**src/design/three_channel_sample_median_macros.svh**
```systemverilog
// Assertion macros for the three-channel sample median block.
// Used by the top level; relies on clk and rst_n in the including scope.
`ifndef THREE_CHANNEL_SAMPLE_MEDIAN_MACROS_SVH
`define THREE_CHANNEL_SAMPLE_MEDIAN_MACROS_SVH

// same-cycle implication
`define TCSM_ASSERT_IMP(lbl, ante, cons, msg) \
  lbl: assert property (@(posedge clk) disable iff (!rst_n) (ante) |-> (cons)) \
    else $error(msg);

// next-cycle implication
`define TCSM_ASSERT_NXT(lbl, ante, cons, msg) \
  lbl: assert property (@(posedge clk) disable iff (!rst_n) (ante) |=> (cons)) \
    else $error(msg);

`endif

```
**src/design/tcsm_pkg.sv**
```systemverilog
// Package for the three-channel sample median block: constants, beat types,
// sequencer states and the control struct of the shared accumulate unit.
`default_nettype none
package tcsm_pkg;

  localparam int MAX_SAMPLES = 256;
  localparam int NUM_CH      = 3;
  localparam int BIN_W       = 8;
  localparam int BINS        = 1 << BIN_W;
  localparam int CH_W        = 2;
  localparam int CNT_W       = $clog2(MAX_SAMPLES + 1);
  localparam int MEM_DEPTH   = NUM_CH * BINS;
  localparam int ADDR_W      = CH_W + BIN_W;

  localparam logic [CH_W-1:0]  CH_BLUE  = 2'd0;
  localparam logic [CH_W-1:0]  CH_GREEN = 2'd1;
  localparam logic [CH_W-1:0]  CH_RED   = 2'd2;
  localparam logic [BIN_W-1:0] BIN_LAST = BIN_W'(BINS - 1);

  typedef struct packed {
    logic [7:0] blue;
    logic [7:0] green;
    logic [7:0] red;
    logic       last;
  } in_t;

  typedef struct packed {
    logic [7:0] median_blue;
    logic [7:0] median_green;
    logic [7:0] median_red;
    logic       overflow;
  } out_t;

  typedef enum logic [2:0] {
    ST_CLEAR,
    ST_IDLE,
    ST_RD,
    ST_WR,
    ST_SCAN,
    ST_DRAIN,
    ST_OUT
  } state_t;

  typedef struct packed {
    logic acc;    // accumulate running sum, else increment a bin
    logic first;  // first bin of a channel: running sum restarts
  } acc_ctl_t;

endpackage
`default_nettype wire

```
**src/design/tcsm_acc.sv**
```systemverilog
// Shared add/compare unit: bin increment during histogram update,
// running-sum accumulate and rank compare during the median scan. Uses tcsm_pkg.
`default_nettype none
module tcsm_acc (
  input  wire logic                      clk,
  input  wire tcsm_pkg::acc_ctl_t        ctl,
  input  wire logic [tcsm_pkg::CNT_W-1:0] rdata,
  input  wire logic [tcsm_pkg::CNT_W-1:0] target,
  output logic      [tcsm_pkg::CNT_W-1:0] sum,
  output logic                            hit
);

  logic [tcsm_pkg::CNT_W-1:0] sum_r;
  logic [tcsm_pkg::CNT_W-1:0] opa;

  always_comb begin
    if (!ctl.acc) begin
      opa = tcsm_pkg::CNT_W'(1);
    end else if (ctl.first) begin
      opa = '0;
    end else begin
      opa = sum_r;
    end
  end

  assign sum = opa + rdata;
  assign hit = sum > target;

  always_ff @(posedge clk) begin
    if (ctl.acc) begin
      sum_r <= sum;
    end
  end

endmodule
`default_nettype wire

```
**config.mk**
```make
export PLATFORM = sky130hd
export DESIGN_NAME = tcsm_acc
export DESIGN_NICKNAME = d
export VERILOG_FILES = /design/src/design/three_channel_sample_median_macros.svh /design/src/design/tcsm_pkg.sv /design/src/design/tcsm_acc.sv
export SDC_FILE = /design/constraint.sdc
export NUM_CORES = 1
export LEC_CHECK = 0
export BUFFER_PORTS_ARGS = -buffer_cell sky130_fd_sc_hd__buf_4
export CAP_MARGIN = 20
export CORE_ASPECT_RATIO = 0.9
export CORE_MARGIN = 3
export CORE_UTILIZATION = 51
export CTS_BUF_LIST = sky130_fd_sc_hd__clkbuf_8
export CTS_CLUSTER_DIAMETER = 120
export DETAILED_ROUTE_END_ITERATION = 10
export PLACE_DENSITY = 0.85
export SLEW_MARGIN = 15
export SYNTH_ARGS = -nofsm -noshare
export SYNTH_HDL_FRONTEND = slang
export SYNTH_SLANG_ARGS = --single-unit
```
**constraint.sdc**
```tcl
create_clock -name clk -period 4.1 [get_ports clk]
set_input_delay 0.82 -clock clk [delete_from_list [all_inputs] [get_ports clk]]
set_output_delay 0.82 -clock clk [all_outputs]
set_load 0.01 [all_outputs]
```
==> flow_metrics.py, run 1 <==
metrics = {
    "place": {
        "place.gp.congestion": 0.895,
        "dp_hpwl_mm": 1.99,
        "dpl.cell_count": 162,
        "pre_cts_ws_ns": -0.213,
        "io_buffers": 30,
    },
    "yosys": {
        "synth_top_cell_by_area": "edfxtp_1",
        "synth_area_um2": 887,
        "yosysSeqAreaShare_pct": 30.5,
        "syn_avg_cell_area_um2": 9.75,
        "synth_fp_nets": 130,
        "ys_ff_latch": 9,
        "synthCells": 91,
        "yosys_warnings": 0,
        "yosysTopAreaCellShare_pct": 30.5,
        "yosys-top-cells-area": "edfxtp_1, ha_1, xnor2_1, and2_1, inv_1",
        "synth_cell_types": 26,
    },
    "floorplanning": {
        "row_count": 13,
        "io_pins": 31,
        "die_w_um": 50.0,
        "initial_utilization_pct": 57.4,
        "die_y_um": 45.6,
    },
    "status": {
        "status": "did not finish",
        "lastStage": "5_1_grt",
        "error": "[ERROR DPL-0038] Utilization greater than 100%, impossible to legalize",
    },
    "clock_network": {
        "cts_root_buffer": "clkbuf_8",
        "clock_sinks": 9,
        "cts_buffers": 3,
        "clk_path_buf_depth": 2,
        "holdBufCountCts": 0,
        "cts_max_level": 1,
    },
    "global_route": {
        "grt_start_max_net_pins": 10,
    },
    "timing": {
        "worst_endpoint_kind": "primary output",
        "worstEndpointGrtRepair": "hit",
    },
}
==> Yosys cell counts <==
master	number
ha_1	17
inv_1	11
edfxtp_1	9
a21oi_1	8
and2_1	7
o21ai_0	7
xnor2_1	7
a211oi_2	2
nand2_1	2
nand2b_1	2
nand4_1	2
nor3_1	2
o21bai_1	2
a21o_1	1
a21o_2	1
a31oi_1	1
and2b_1	1
fa_1	1
nand3_1	1
nor2_1	1
nor2b_1	1
nor4_1	1
o211ai_1	1
o21ai_1	1
o31ai_1	1
xor2_1	1
==> logic make-up after synthesis <==
| logic type | after synthesis | share of synthesized area, % |
|---|---|---|
| AOI/OAI and AO/OA | 25 | 17.8 |
| xor gates and xnor gates | 8 | 7.90 |
| adders and majority gates | 18 | 26.2 |
| buffers and inverters | 11 | 4.65 |
| DFF | 9 | 30.5 |
| and+or+nand+nor | 20 | 13.0 |
==> repair_timing <==
| item | CTS |
|---|---|
| hold endpoints to repair | 0 |
| gates resized for setup | 18 |
| endpoints found under the setup margin | 1 |
| setup buffers | 5 |
| pin swaps | 16 |
==> metrics by stage <==
stage | utilization, % | cell area (um^2)
floorplan | - | 887
global placement | 83.0 | 1280
detailed placement | 83.0 | 1280
CTS | 93.4 | 1440
==> inputs of run 2 (changes only) <==
Settings changed: CORE_AREA from default to 3 3 64 66, CORE_ASPECT_RATIO 0.9 to default, CORE_MARGIN 3 to default, CORE_UTILIZATION 51 to default, CTS_BUF_LIST sky130_fd_sc_hd__clkbuf_8 to default, CTS_CLUSTER_DIAMETER 120 to default, DIE_AREA from default to 0 0 67 69, PLACE_DENSITY 0.85 to default, PLACE_DENSITY_LB_ADDON from default to 0.15.
==> run 2 against run 1 <==
Against the previous run:
- the flow now finishes, with violations (negative setup slack)
- synthesized cell count stayed put
- synthesized area stayed put
==> flow_metrics.py, run 2 <==
metrics = {
    "status": {
        "status": "complete, but fails checks",
        "failed_checks": "negative setup slack",
    },
    "yosys": {
        "syn_avg_cell_area_um2": 9.75,
        "synthTopCellsByCount": "ha_1, inv_1, edfxtp_1",
        "synthXorXnorAreaFrac_pct": 7.90,
        "yosysSeqAreaShare_pct": 30.5,
        "synth-adder-area-share_pct": 26.2,
        "synth_simple_gate_area_share_pct": 13.0,
        "synthFlopType": "edfxtp_1",
        "yosysTopAreaCellShare_pct": 30.5,
        "synthCells": 91,
        "synth_top_cell_by_area": "edfxtp_1",
        "synth_cell_types": 26,
        "synth_top_family_by_area": "adder cells",
        "yosys-top-cells-area": "edfxtp_1, ha_1, xnor2_1, and2_1, inv_1",
        "synth_fp_nets": 130,
        "synth_most_common_cell": "ha_1",
        "yosys_warnings": 0,
        "async_flop_share_pct": 0,
        "ys_ff_latch": 9,
        "synth_compound_area_share_pct": 17.8,
        "synth_area_um2": 887,
        "synthMuxAreaShare_pct": 0,
        "synth_edf_count": 9,
    },
    "place": {
        "dpl.cell_count": 187,
        "pre_cts_ws_ns": -0.223,
        "io_buffers": 30,
        "dp_hpwl_mm": 1.91,
        "placed_cell_area_um2": 1310,
        "place.gp.congestion": 0.749,
    },
    "critical_path": {
        "cp_cell_sequence": "buf_4 > and2b_2 > and2_4 > fa_2 > a211oi_2 > o21ai_1 > a31oi_1 > xnor2_1 > ha_1 > a21oi_2 > o21ai_1 > nor3_1 > a21oi_1 > buf_4",
        "end_kind": "output pin",
        "cp_max_fo": 3,
        "worstSetupPathType": "in2out",
        "cp-start-kind": "input pin",
        "critPathMaxStageDelay_ns": 0.37,
        "crit_arrival_ns": 3.37,
        "required_ns": 3.28,
        "slowest_stage": "fa_2",
    },
    "power_and_ir_drop": {
        "p_per_area_nw_per_um2": 305,
        "peakVddDrop_mv": 0.161,
        "finalPower_uw": 441,
        "leakage_nw": 0.710,
    },
    "clock_network": {
        "path_clk_slew_ns": 0.04,
        "cts_root_buffer": "clkbuf_8",
        "clk_path_buf_depth": 2,
        "clock_sinks": 9,
        "holdBufCountCts": 0,
        "cts_max_level": 1,
        "cts_tree": "yes",
        "cts_buffers": 3,
        "clk_latency_ns": 0.24,
    },
    "timing": {
        "finClkSkew_ns": 0.00631,
        "period_needed_ns": 4.19,
        "max_clock_freq_mhz": 239,
        "timing.final.ws_setup_ns": -0.0885,
        "slew-limit-headroom_pct": 78.1,
        "post-route-period-util_pct": 102,
        "fin_hold_ws_ns": 0.822,
        "fin_tns_setup_ns": -0.0885,
        "slew_viol_final": 0,
        "worst_slew_pin_slew_ns": 0.328,
        "rsz0062_at_grt": "true",
        "hold_viol": 0,
        "setup_viol": 1,
    },
    "final_layout": {
        "final_common_cell": "buf_4",
        "utilization_pct": 39.8,
        "antenna_cells": 0,
        "final_cell_area_um2": 1450,
        "largest_reg_flops": 9,
        "most-common-layout-cells": "buf_4, ha_1, inv_1",
        "registers.top_by_ff_count": "sum_r",
        "nets": 188,
        "drive_gt1_share_pct": 47.3,
        "reg.largest.list": "sum_r: 9 flops",
        "syn_to_final_growth_pct": 62.9,
        "fill_cells": 370,
        "fin_cells": 196,
    },
    "floorplanning": {
        "die_y_um": 69,
        "row_count": 22,
        "io_pins": 31,
        "dieArea_um2": 4620,
        "initial_utilization_pct": 24.4,
        "die_w_um": 67,
        "design.core.area_um2": 3630,
    },
    "global_route": {
        "grt_start_max_net_pins": 10,
        "grt_overflow": 0,
        "track_usage_pct": 10.9,
        "antenna_found_initial": 0,
        "grt_pass1_vias": 911,
        "grt_pass1_wl_mm": 3.84,
    },
    "drt": {
        "wl_per_cell_um": 11.9,
        "first_pass_iters": 4,
        "vias": 863,
        "drc": 0,
        "wl_mm": 2.33,
        "via_per_inst": 4.40,
        "drt-initial-drc-count": 16,
        "drtAntennaViolNets": 0,
    },
    "hold_path": {
        "hp-class": "reg2reg",
    },
    "flow_run": {
        "maxCapViolCount": 0,
    },
}
==> run 2: cell counts after synthesis <==
No cell type changed its count.
==> run 2: what timing repair did <==
item | CTS | global route
buffers inserted | 3 | 2
gates resized for setup | 7 | 11
endpoints found under the setup margin | 1 | 1
pin swaps | 15 | 18
==> run 2: per-layer routing <==
layer	global-route usage, %	vias to the layer above	wire length, um	part of all wire (%)
li1	-	443	-	-
met1	12.5	400	944	41
met2	18.7	15	1260	54
met3	2.28	5	81	3.5
met4	5.41	0	46	2.0
met5	0	-	0	0
==> run 2: cells by family after synthesis <==
family / count (synthesis)
AOI/OAI and AO/OA: 25
xor gates and xnor gates: 8
adders and majority gates: 18
buffers and inverters: 11
DFF: 9
and+or+nand+nor: 20
==> run 2: power breakdown <==
| part | internal, mW | total [mW] | switching (mW) |
|---|---|---|---|
| clock network | 0.0678 | 0.104 | 0.0359 |
| logic | 0.120 | 0.218 | 0.0984 |
| registers | 0.117 | 0.119 | 0.00218 |
| total | 0.305 | 0.441 | 0.136 |
==> run 2: critical path, delay by kind of cell <==
family / cells / cell delay [ns]
fa+ha+maj: 2 / 0.67
xor+xnor: 1 / 0.18
buf+inv: 2 / 0.23
compound gates: 6 / 0.92
simple gates: 3 / 0.53
==> run 2: cell type report <==
| cell class | count | area [um^2] | area share, % |
|---|---|---|---|
| clock buffer | 4 | 45.0 | 3.12 |
| inverter | 11 | 41.3 | 2.86 |
| multi-input combinational | 71 | 619 | 42.9 |
| sequential | 9 | 270 | 18.7 |
| tap | 48 | 60.1 | 4.16 |
| timing repair buffer | 53 | 409 | 28.3 |
==> run 2: path summary, 6_finish.rpt <==
kind	from	endpoint	slack [ns]	cells past startpoint
worst max-delay path	ctl[0]	hit	-0.09	14
worst min-delay path	sum_r[1]	sum_r[1]	0.82	2
worst max register to register	sum_r[0]	sum_r[6]	1.80	11
worst min register to register	sum_r[1]	sum_r[1]	0.82	2
Power figures use the tool's default switching activity.
